==> config.mk <==
export PLATFORM = sky130hd
export DESIGN_NAME = motor_soft_start_stop_sequencer
export DESIGN_NICKNAME = d
export VERILOG_FILES = /design/src/rtl/mssq_pkg.sv /design/src/rtl/motor_soft_start_stop_sequencer.sv /design/src/rtl/mssq_ctrl.sv /design/src/rtl/mssq_dp.sv
export SDC_FILE = /design/constraint.sdc
export NUM_CORES = 1
export LEC_CHECK = 0
export BUFFER_PORTS_ARGS = -buffer_cell sky130_fd_sc_hd__buf_2
export CORE_ASPECT_RATIO = 0.7
export CORE_MARGIN = 2
export CORE_UTILIZATION = 30
export DETAILED_ROUTE_END_ITERATION = 12
export PLACE_DENSITY = 0.55
export REMOVE_ABC_BUFFERS = 1
export SYNTH_ARGS = -nofsm -noshare
export SYNTH_HDL_FRONTEND = slang
export SYNTH_HIERARCHICAL = 1
export SYNTH_SLANG_ARGS = --single-unit
==> constraint.sdc <==
create_clock -name clk -period 11.1 [get_ports clk]
set_clock_uncertainty 0.05 [all_clocks]
set_input_delay 0.555 -clock clk [delete_from_list [all_inputs] [get_ports clk]]
set_output_delay 0.555 -clock clk [all_outputs]
set_load 0.005 [all_outputs]
==> src/rtl/mssq_pkg.sv <==
// Shared types and constants for the motor soft start/stop sequencer.
package mssq_pkg;

    // Motor phase, as shown on the phase output
    typedef enum logic [1:0] {
        PH_OFF      = 2'd0,
        PH_STARTING = 2'd1,
        PH_RUNNING  = 2'd2,
        PH_BRAKING  = 2'd3
    } phase_t;

    // Controller states
    typedef enum logic [1:0] {
        ST_IDLE,
        ST_DIVIDE,
        ST_COMMIT
    } ctrl_state_t;

    // Configuration register indexes
    localparam int unsigned CFG_IDX_W = 2;
    localparam logic [CFG_IDX_W-1:0] CFG_STEPS_TOTAL      = 2'd0;
    localparam logic [CFG_IDX_W-1:0] CFG_STEP_TICKS       = 2'd1;
    localparam logic [CFG_IDX_W-1:0] CFG_BASE_HALF_PERIOD = 2'd2;

    // Register reset values
    localparam logic [3:0]  STEPS_TOTAL_RST      = 4'd10;
    localparam logic [15:0] STEP_TICKS_RST       = 16'd8000;
    localparam logic [15:0] BASE_HALF_PERIOD_RST = 16'd4000;

    // Widths
    localparam int unsigned TICK_W = 16;
    localparam int unsigned STEP_W = 4;
    localparam int unsigned DIV_W  = STEP_W + 1;
    localparam int unsigned CNT_W  = 4;

    // Controller to datapath commands
    typedef struct packed {
        logic load;      // latch the poll and seed the divider
        logic div_step;  // one restoring divider iteration
        logic commit;    // apply the phase update
    } mssq_cmd_t;

    // Datapath to controller status
    typedef struct packed {
        logic div_done;  // last divider iteration in progress
    } mssq_stat_t;

endpackage

==> src/rtl/motor_soft_start_stop_sequencer.sv <==
// Top level of the motor soft start/stop sequencer.
//
//   channel | handshake             | payload
//   --------+-----------------------+------------------------------------------
//   in      | in_valid / in_ready   | elapsed_ticks, start_pressed, stop_pressed
//   out     | out_valid / out_ready | run_lamp, stop_lamp, phase, ramp_step
//   cfg     | cfg_valid / cfg_ready | cfg_index, cfg_data
//
// The accepting edge latches the poll, the restoring divider then forms the blink
// half period, and the commit step applies the update. The next poll is accepted
// in the cycle after commit.
// Reset puts the motor off with the stop lamp lit and loads the register
// defaults. A stalled result stays on the output ports; a new poll is still
// accepted and divided, and its commit waits until the result is taken.
// Configuration writes are taken in every cycle.
module motor_soft_start_stop_sequencer
(
    input  logic                              clk,
    input  logic                              rst_n,
    // poll transaction
    input  logic                              in_valid,
    output logic                              in_ready,
    input  logic [15:0]                       elapsed_ticks,
    input  logic                              start_pressed,
    input  logic                              stop_pressed,
    // result transaction
    output logic                              out_valid,
    input  logic                              out_ready,
    output logic                              run_lamp,
    output logic                              stop_lamp,
    output logic [1:0]                        phase,
    output logic [3:0]                        ramp_step,
    // register write transaction
    input  logic                              cfg_valid,
    output logic                              cfg_ready,
    input  logic [mssq_pkg::CFG_IDX_W-1:0]    cfg_index,
    input  logic [15:0]                       cfg_data
);

    mssq_pkg::mssq_cmd_t  cmd;
    mssq_pkg::mssq_stat_t stat;

    // Registers never back-pressure the write channel.
    assign cfg_ready = 1'b1;

    // Sequence each poll: latch, divide, commit when the result slot is free.
    mssq_ctrl u_ctrl
    (
        .clk       (clk),
        .rst_n     (rst_n),
        .in_valid  (in_valid),
        .in_ready  (in_ready),
        .out_valid (out_valid),
        .out_ready (out_ready),
        .stat      (stat),
        .cmd       (cmd)
    );

    // Hold the phase state; the state registers double as the result register,
    // since they change only on commit, which never overwrites an untaken result.
    mssq_dp u_dp
    (
        .clk           (clk),
        .rst_n         (rst_n),
        .cmd           (cmd),
        .stat          (stat),
        .elapsed_ticks (elapsed_ticks),
        .start_pressed (start_pressed),
        .stop_pressed  (stop_pressed),
        .cfg_we        (cfg_valid && cfg_ready),
        .cfg_index     (cfg_index),
        .cfg_data      (cfg_data),
        .run_lamp      (run_lamp),
        .stop_lamp     (stop_lamp),
        .phase         (phase),
        .ramp_step     (ramp_step)
    );

endmodule

==> src/rtl/mssq_ctrl.sv <==
// Controller state machine for the sequencer: accept, divide, commit.
module mssq_ctrl
(
    input  logic                   clk,
    input  logic                   rst_n,
    input  logic                   in_valid,
    output logic                   in_ready,
    output logic                   out_valid,
    input  logic                   out_ready,
    input  mssq_pkg::mssq_stat_t   stat,
    output mssq_pkg::mssq_cmd_t    cmd
);

    mssq_pkg::ctrl_state_t state_reg;
    mssq_pkg::ctrl_state_t state_next;
    logic                  out_valid_reg;
    logic                  out_valid_next;

    always_ff @(posedge clk or negedge rst_n)
    begin
        if (!rst_n)
        begin
            state_reg     <= mssq_pkg::ST_IDLE;
            out_valid_reg <= 1'b0;
        end
        else
        begin
            state_reg     <= state_next;
            out_valid_reg <= out_valid_next;
        end
    end

    always_comb
    begin
        state_next     = state_reg;
        cmd            = '0;
        in_ready       = 1'b0;
        out_valid_next = out_valid_reg && !out_ready;
        unique case (state_reg)
            mssq_pkg::ST_IDLE:
            begin
                in_ready = 1'b1;
                if (in_valid)
                begin
                    cmd.load   = 1'b1;
                    state_next = mssq_pkg::ST_DIVIDE;
                end
            end
            mssq_pkg::ST_DIVIDE:
            begin
                cmd.div_step = 1'b1;
                if (stat.div_done)
                begin
                    state_next = mssq_pkg::ST_COMMIT;
                end
            end
            mssq_pkg::ST_COMMIT:
            begin
                // hold until the result slot is free
                if (!out_valid_reg || out_ready)
                begin
                    cmd.commit     = 1'b1;
                    out_valid_next = 1'b1;
                    state_next     = mssq_pkg::ST_IDLE;
                end
            end
            default:
            begin
                state_next = mssq_pkg::ST_IDLE;
            end
        endcase
    end

    assign out_valid = out_valid_reg;

endmodule

==> src/rtl/mssq_dp.sv <==
// Datapath for the sequencer: registers, half-period divider, ramp update.
module mssq_dp
(
    input  logic                              clk,
    input  logic                              rst_n,
    input  mssq_pkg::mssq_cmd_t               cmd,
    output mssq_pkg::mssq_stat_t              stat,
    input  logic [mssq_pkg::TICK_W-1:0]       elapsed_ticks,
    input  logic                              start_pressed,
    input  logic                              stop_pressed,
    input  logic                              cfg_we,
    input  logic [mssq_pkg::CFG_IDX_W-1:0]    cfg_index,
    input  logic [mssq_pkg::TICK_W-1:0]       cfg_data,
    output logic                              run_lamp,
    output logic                              stop_lamp,
    output logic [1:0]                        phase,
    output logic [mssq_pkg::STEP_W-1:0]       ramp_step
);

    localparam int unsigned TW = mssq_pkg::TICK_W;
    localparam int unsigned SW = mssq_pkg::STEP_W;
    localparam int unsigned DW = mssq_pkg::DIV_W;
    localparam int unsigned CW = mssq_pkg::CNT_W;

    // configuration
    logic [SW-1:0] steps_total_reg;
    logic [TW-1:0] step_ticks_reg;
    logic [TW-1:0] base_half_reg;

    // poll latch
    logic [TW-1:0] ticks_reg;
    logic          start_reg;
    logic          stop_reg;

    // divider
    logic [DW-1:0] div_reg;
    logic [DW-1:0] div_next;
    logic [DW-1:0] rem_reg;
    logic [TW-1:0] quo_reg;
    logic [CW-1:0] cnt_reg;
    logic [DW:0]   trial;
    logic [DW:0]   diff;
    logic          quo_bit;

    // sequencer state
    mssq_pkg::phase_t phase_reg;
    mssq_pkg::phase_t phase_next;
    logic [SW-1:0]    step_count_reg;
    logic [SW-1:0]    step_count_next;
    logic [TW-1:0]    step_accum_reg;
    logic [TW-1:0]    step_accum_next;
    logic [TW-1:0]    blink_accum_reg;
    logic [TW-1:0]    blink_accum_next;
    logic             blink_toggle_reg;
    logic             blink_toggle_next;
    logic             run_lamp_reg;
    logic             run_lamp_next;
    logic             stop_lamp_reg;
    logic             stop_lamp_next;

    logic [TW-1:0] step_sum;
    logic [TW-1:0] blink_sum;
    logic [SW-1:0] step_inc;
    logic          ramp_done;

    always_ff @(posedge clk or negedge rst_n)
    begin
        if (!rst_n)
        begin
            steps_total_reg <= mssq_pkg::STEPS_TOTAL_RST;
            step_ticks_reg  <= mssq_pkg::STEP_TICKS_RST;
            base_half_reg   <= mssq_pkg::BASE_HALF_PERIOD_RST;
        end
        else if (cfg_we)
        begin
            unique case (cfg_index)
                mssq_pkg::CFG_STEPS_TOTAL:      steps_total_reg <= cfg_data[SW-1:0];
                mssq_pkg::CFG_STEP_TICKS:       step_ticks_reg  <= cfg_data;
                mssq_pkg::CFG_BASE_HALF_PERIOD: base_half_reg   <= cfg_data;
                default:                        ;
            endcase
        end
    end

    // divisor for this poll, from the phase and step before the update
    always_comb
    begin
        div_next = DW'(1);
        if (phase_reg == mssq_pkg::PH_STARTING)
        begin
            div_next = {1'b0, step_count_reg} + DW'(1);
        end
        else if (steps_total_reg > step_count_reg)
        begin
            div_next = {1'b0, steps_total_reg - step_count_reg};
        end
    end

    // restoring divider step: remainder stays below the divisor
    assign trial   = {rem_reg, quo_reg[TW-1]};
    assign diff    = trial - {1'b0, div_reg};
    assign quo_bit = (trial >= {1'b0, div_reg});

    always_ff @(posedge clk)
    begin
        if (cmd.load)
        begin
            ticks_reg <= elapsed_ticks;
            start_reg <= start_pressed;
            stop_reg  <= stop_pressed;
            div_reg   <= div_next;
            rem_reg   <= '0;
            quo_reg   <= base_half_reg;
        end
        else if (cmd.div_step)
        begin
            rem_reg <= quo_bit ? diff[DW-1:0] : trial[DW-1:0];
            quo_reg <= {quo_reg[TW-2:0], quo_bit};
        end
    end

    always_ff @(posedge clk or negedge rst_n)
    begin
        if (!rst_n)
        begin
            cnt_reg <= '0;
        end
        else if (cmd.load)
        begin
            cnt_reg <= '0;
        end
        else if (cmd.div_step)
        begin
            cnt_reg <= cnt_reg + CW'(1);
        end
    end

    assign stat.div_done = cmd.div_step && (cnt_reg == CW'(TW - 1));

    // phase update, quo_reg holds the half period
    assign step_sum  = step_accum_reg + ticks_reg;
    assign blink_sum = blink_accum_reg + ticks_reg;
    assign step_inc  = (step_count_reg == '1) ? step_count_reg : step_count_reg + SW'(1);

    always_comb
    begin
        phase_next        = phase_reg;
        step_count_next   = step_count_reg;
        step_accum_next   = step_accum_reg;
        blink_accum_next  = blink_accum_reg;
        blink_toggle_next = blink_toggle_reg;
        run_lamp_next     = run_lamp_reg;
        stop_lamp_next    = stop_lamp_reg;
        ramp_done         = 1'b0;
        unique case (phase_reg)
            mssq_pkg::PH_OFF:
            begin
                if (start_reg)
                begin
                    stop_lamp_next    = 1'b0;
                    step_count_next   = '0;
                    step_accum_next   = '0;
                    blink_accum_next  = '0;
                    blink_toggle_next = 1'b0;
                    phase_next        = mssq_pkg::PH_STARTING;
                end
            end
            mssq_pkg::PH_RUNNING:
            begin
                if (stop_reg)
                begin
                    step_count_next   = '0;
                    step_accum_next   = '0;
                    blink_accum_next  = '0;
                    blink_toggle_next = 1'b0;
                    phase_next        = mssq_pkg::PH_BRAKING;
                end
            end
            mssq_pkg::PH_STARTING,
            mssq_pkg::PH_BRAKING:
            begin
                blink_accum_next = blink_sum;
                if (blink_sum >= quo_reg)
                begin
                    blink_accum_next  = '0;
                    run_lamp_next     = blink_toggle_reg;
                    blink_toggle_next = !blink_toggle_reg;
                end
                step_accum_next = step_sum;
                if (step_sum >= step_ticks_reg)
                begin
                    step_accum_next = '0;
                    step_count_next = step_inc;
                    ramp_done       = (step_inc >= steps_total_reg);
                end
                if (ramp_done)
                begin
                    if (phase_reg == mssq_pkg::PH_STARTING)
                    begin
                        run_lamp_next = 1'b1;
                        phase_next    = mssq_pkg::PH_RUNNING;
                    end
                    else
                    begin
                        run_lamp_next  = 1'b0;
                        stop_lamp_next = 1'b1;
                        phase_next     = mssq_pkg::PH_OFF;
                    end
                end
            end
            default:
            begin
                phase_next = mssq_pkg::PH_OFF;
            end
        endcase
    end

    always_ff @(posedge clk or negedge rst_n)
    begin
        if (!rst_n)
        begin
            phase_reg        <= mssq_pkg::PH_OFF;
            step_count_reg   <= '0;
            step_accum_reg   <= '0;
            blink_accum_reg  <= '0;
            blink_toggle_reg <= 1'b0;
            run_lamp_reg     <= 1'b0;
            stop_lamp_reg    <= 1'b1;
        end
        else if (cmd.commit)
        begin
            phase_reg        <= phase_next;
            step_count_reg   <= step_count_next;
            step_accum_reg   <= step_accum_next;
            blink_accum_reg  <= blink_accum_next;
            blink_toggle_reg <= blink_toggle_next;
            run_lamp_reg     <= run_lamp_next;
            stop_lamp_reg    <= stop_lamp_next;
        end
    end

    assign run_lamp  = run_lamp_reg;
    assign stop_lamp = stop_lamp_reg;
    assign phase     = phase_reg;
    assign ramp_step = step_count_reg;

endmodule

==> results_tabular.tex <==
\begin{tabular}{lr}
\hline
Metric & Value \\
\hline
\multicolumn{2}{l}{\textbf{Clocking}} \\
\quad Clk buf depth & 2 \\
\quad Number of buffers created by CTS & 17 \\
\quad Clock latency at the later pin of the worst-skew pair & approximately 0.43 ns \\
\quad Root Driver & sky130\_fd\_sc\_hd\_\_clkbuf\_16 \\
\quad Clock edge transition at the registers on the reported setup and hold paths & about 0.060 ns \\
\quad Max H-tree Level & 4 \\
\quad CTS tree & built \\
\quad Count of clock tree sinks & 128 \\
\quad Post-CTS Setup Inserts & 0 \\
\multicolumn{2}{l}{\textbf{Route}} \\
\quad Number of search-and-repair iterations in the first detailed-routing pass & 4 \\
\quad Final routed DRC violation total & 0 \\
\quad Total Wirelength & 18760 microns \\
\quad Total number of vias & between 5000 and 6000 \\
\quad First DRT Iteration DRCs & between 300 and 400 \\
\quad Final routed wire length divided by cell count & 16.54 microns \\
\quad Detail-routed via count per cell & 4.933 \\
\quad Post-route antenna net violation count & 0 \\
\multicolumn{2}{l}{\textbf{Placed design}} \\
\quad Final RePlAce weighted congestion & between 0.8 and 0.9 \\
\quad Quantity of I/O buffers inserted on ports & 50 \\
\quad Detailed-placement wirelength estimate & between 10000 and 15000 microns \\
\quad Total instance count after detailed placement & between 1000 and 1500 \\
\multicolumn{2}{l}{\textbf{Floorplanning}} \\
\quad Placement row count & 49 \\
\quad Area of the die & between 0.02 and 0.03 sq mm \\
\quad DIE HEIGHT & roughly 140 microns \\
\quad Effective utilization at floorplan & 0.3027 \\
\quad Top-level I/O count & 52 \\
\quad Total core area & approximately 0.025 sq mm \\
\quad Die X-Extent & 195.5 microns \\
\multicolumn{2}{l}{\textbf{STA}} \\
\quad Unrepaired setup endpoints after global routing & no \\
\quad Worst Max-Slew Pin Slew & $\sim$1.3 ns \\
\quad Fin. max-slew vios & 0 \\
\quad Shortest period the worst path allows & between 4 and 5 ns \\
\quad Headroom to the max-slew limit & 0.1508 \\
\quad Final TNS setup & 0 ns \\
\quad Number of hold-slack violations in the final timing report & 0 \\
\quad Crit share post-route & 0.4402 \\
\quad Setup Viol. Count Final & 0 \\
\quad Maximum frequency from static timing analysis & slightly above 200 MHz \\
\multicolumn{2}{l}{\textbf{Setup path}} \\
\quad Crit Path Max Fanout & 5 \\
\quad Startpoint of the most critical setup path & u\_dp/ticks\_reg[1]\$\_DFFE\_PP\_ \\
\quad Data arrival time of the critical path & between 5 and 6 ns \\
\quad Worst r2r src & u\_dp/ticks\_reg[1]\$\_DFFE\_PP\_ \\
\quad Launching element type of the critical path & flop \\
\quad Minimum setup slack among reg-to-reg paths & approximately 6.2 ns \\
\quad Worst Setup EP & u\_dp/phase[1]\$\_DFFE\_PN0P\_ \\
\quad Worst setup EP type & flop \\
\quad R2R depth & 15 \\
\quad Setup Crit Path Kind & flop to flop \\
\quad Data required time at the worst endpoint & 11.36 ns \\
\quad Endpoint of the most critical register-to-register path & u\_dp/phase[1]\$\_DFFE\_PN0P\_ \\
\multicolumn{2}{l}{\textbf{Power}} \\
\quad Power Total & 2.327 mW \\
\quad Leakage power of the design & 4.078 nW \\
\quad Max VDD drop & around 0.13 mV \\
\quad Power density over the cells & approximately 260 mW/mm\^{}2 \\
\multicolumn{2}{l}{\textbf{Cells and area}} \\
\quad Most common cell after layout, fill and taps aside & sky130\_fd\_sc\_hd\_\_ha\_1 \\
\quad Total inserted antenna cells & 0 \\
\quad Most used cells in the layout excluding fill and tap cells & sky130\_fd\_sc\_hd\_\_ha\_1 (81), sky130\_fd\_sc\_hd\_\_inv\_1 (73), sky130\_fd\_sc\_hd\_\_dfrtp\_1 (69) \\
\quad Area Overhead vs Synth & 15.78\% \\
\quad Final cell count without fillers & approximately 1100 \\
\quad NumNets Final & slightly above 900 \\
\quad Share of cells above drive strength 1 & 0.1880 \\
\multicolumn{2}{l}{\textbf{Yosys}} \\
\quad Synthesized netlist cell count & about 730 \\
\quad Number of enable flip-flop cells after synthesis & 39 \\
\quad Sequential element share of the synthesized area & 0.4405 \\
\quad Average size of a mapped cell & between 10 and 15 sq um \\
\quad Cell area after synthesis & around 0.0077 sq mm \\
\quad Top cell type's share of synthesized area & 0.2242 \\
\quad Most used flip-flop cell after synthesis & sky130\_fd\_sc\_hd\_\_dfrtp\_1 \\
\quad Cells taking the most area after synthesis & sky130\_fd\_sc\_hd\_\_dfrtp\_1 (22\%), sky130\_fd\_sc\_hd\_\_edfxtp\_1 (15\%), sky130\_fd\_sc\_hd\_\_ha\_1 (13\%), sky130\_fd\_sc\_hd\_\_mux2\_2 (5.3\%), sky130\_fd\_sc\_hd\_\_dfstp\_2 (5.1\%) \\
\quad Most area-hungry cell type in the Yosys netlist & sky130\_fd\_sc\_hd\_\_dfrtp\_1 \\
\quad Yosys cell types & 65 \\
\quad Warnings, synthesis & 6 \\
\quad Post-synthesis sequential element count & 128 \\
\quad Share of synthesized flip-flops with an asynchronous set or reset & 0.6563 \\
\multicolumn{2}{l}{\textbf{Job}} \\
\quad Number of violations of the max-capacitance limit & 0 \\
\multicolumn{2}{l}{\textbf{Status}} \\
\quad Outcome & finished, final reports clean \\
\multicolumn{2}{l}{\textbf{Global routing}} \\
\quad Overall track demand over capacity in global routing & 0.1441 \\
\quad Maximum number of pins on one net before global-route repair & 75 \\
\quad Initial antenna violation count & 0 \\
\quad Via count of the first global-routing pass & approximately 5300 \\
\quad Aggregate global routing overflow & 0 \\
\quad Wire length of the first global-routing pass & 29860 microns \\
\multicolumn{2}{l}{\textbf{Worst hold path}} \\
\quad Worst min-delay path category & input pin to flop \\
\hline
\end{tabular}
-- area by class of cell --
class | instances | area, sq um
sequential | 128 | 3392
timing repair buffer | 54 | 285.3
clock buffer | 19 | 454.2
tap | 331 | 414.1
fill | 2555 | 16530
clock inverter | 13 | 126.4
multi-input combinational | 516 | 3970
inverter | 73 | 274.0
-- layer usage --
metal / share of wire / vias to the layer above / global-route usage / routed length, microns
met5: 0 / - / 0 / 0
met4: 0.012 / 0 / 0.04219 / 234
met3: 0.041 / 12 / 0.02928 / 769
met2: 0.38 / 108 / 0.1842 / 7106
met1: 0.57 / 2685 / 0.2359 / 10650
li1: - / 2789 / - / -
-- through the flow --
stage          hold WS, ns  instance area [sq um]  setup WS, ns    util
2_1_floorplan       0.2094                   7635         7.086       -
3_3_place_gp        0.3591                   8325         6.425  0.3272
3_5_place_dp        0.3582                   8325         6.229  0.3272
4_1_cts             0.2297                   8916         6.225  0.3504
5_1_grt             0.2330                   8916         5.780  0.3504
6_report            0.2571                   8916         6.214  0.3504
-- how the worst min path moves through the flow --
stage          cells past startpoint                       endpoint              from  slack, ns
5_1_grt                            1    u_dp/ticks_reg[8]$_DFFE_PP_  elapsed_ticks[8]       0.23
6_report                           1    u_dp/ticks_reg[9]$_DFFE_PP_  elapsed_ticks[9]       0.26
3_5_place_dp                       1  u_dp/ramp_step[3]$_DFFE_PN0P_             rst_n       0.36
4_1_cts                            1    u_dp/ticks_reg[9]$_DFFE_PP_  elapsed_ticks[9]       0.23
3_3_place_gp                       1  u_dp/ramp_step[3]$_DFFE_PN0P_             rst_n       0.36
2_1_floorplan                      0     u_ctrl/out_valid$_DFF_PN0_             rst_n       0.21
-- timing repair --
action / 4_1_cts / 5_1_grt
endpoints found under the hold margin: 10 / 0
resized for setup: 0 / 0
hold buffers: 1 / 0
-- critical path, stage by stage, from the launching register on --
cell                       delay (ns)
sky130_fd_sc_hd__edfxtp_1        0.42
sky130_fd_sc_hd__ha_1            0.31
sky130_fd_sc_hd__a21oi_1         0.28
sky130_fd_sc_hd__o211ai_1        0.27
sky130_fd_sc_hd__a21o_1          0.23
sky130_fd_sc_hd__a21oi_1         0.26
sky130_fd_sc_hd__a21oi_1         0.11
sky130_fd_sc_hd__o311ai_0        0.58
sky130_fd_sc_hd__ha_1            0.37
sky130_fd_sc_hd__a21o_1          0.18
sky130_fd_sc_hd__a21oi_1         0.14
sky130_fd_sc_hd__nor2b_1         0.07
sky130_fd_sc_hd__o31ai_1         0.51
sky130_fd_sc_hd__a21oi_1         0.30
sky130_fd_sc_hd__o21ai_0         0.34
sky130_fd_sc_hd__mux2_2          0.38
-- kinds of logic (layout without fill, tap and decap cells) --
kind of cell | count (synthesis) | after routing | share of synthesized area
multiplexers | 41 | 41 | 0.05914
adder cells (fa/ha/maj) | 85 | 85 | 0.1420
AND/OR/NAND/NOR | 146 | 146 | 0.09391
AO/OA/AOI/OAI | 214 | 214 | 0.1868
other | 1 | 1 | 0.0004869
XOR/XNOR | 29 | 29 | 0.03298
buffers and inverters | 89 | 159 | 0.04419
flip-flops | 128 | 128 | 0.4405
-- synthesized netlist by cell type, types with 4 or more instances --
library cell / instances
sky130_fd_sc_hd__xnor2_1: 17
sky130_fd_sc_hd__nor2b_1: 7
sky130_fd_sc_hd__edfxtp_1: 39
sky130_fd_sc_hd__nand2b_1: 8
sky130_fd_sc_hd__inv_1: 73
sky130_fd_sc_hd__and3_1: 4
sky130_fd_sc_hd__a21oi_1: 54
sky130_fd_sc_hd__o21a_1: 8
sky130_fd_sc_hd__mux2i_1: 5
sky130_fd_sc_hd__nand3b_1: 4
sky130_fd_sc_hd__a22o_1: 29
sky130_fd_sc_hd__a21o_1: 25
sky130_fd_sc_hd__nand2_1: 42
sky130_fd_sc_hd__dfrtp_1: 69
sky130_fd_sc_hd__nor2_1: 41
sky130_fd_sc_hd__and2_1: 4
sky130_fd_sc_hd__clkbuf_1: 11
sky130_fd_sc_hd__nand3_1: 5
sky130_fd_sc_hd__mux2_2: 36
sky130_fd_sc_hd__a31o_2: 5
sky130_fd_sc_hd__a211oi_1: 9
sky130_fd_sc_hd__dfxtp_1: 5
sky130_fd_sc_hd__xor2_1: 12
sky130_fd_sc_hd__a31oi_1: 6
sky130_fd_sc_hd__nand4_1: 8
sky130_fd_sc_hd__fa_1: 4
sky130_fd_sc_hd__nor3_1: 6
sky130_fd_sc_hd__ha_1: 81
sky130_fd_sc_hd__or2_2: 4
sky130_fd_sc_hd__o21ai_0: 48
sky130_fd_sc_hd__dfstp_2: 15
-- where the power goes --
group / leakage [nW] / switching, mW / internal (mW)
clock network: 0.273 / 0.227 / 0.325
logic: 2.36 / 0.596 / 0.443
registers: 1.44 / 0.0846 / 0.651
No activity file was read; power rests on OpenSTA's default activity.
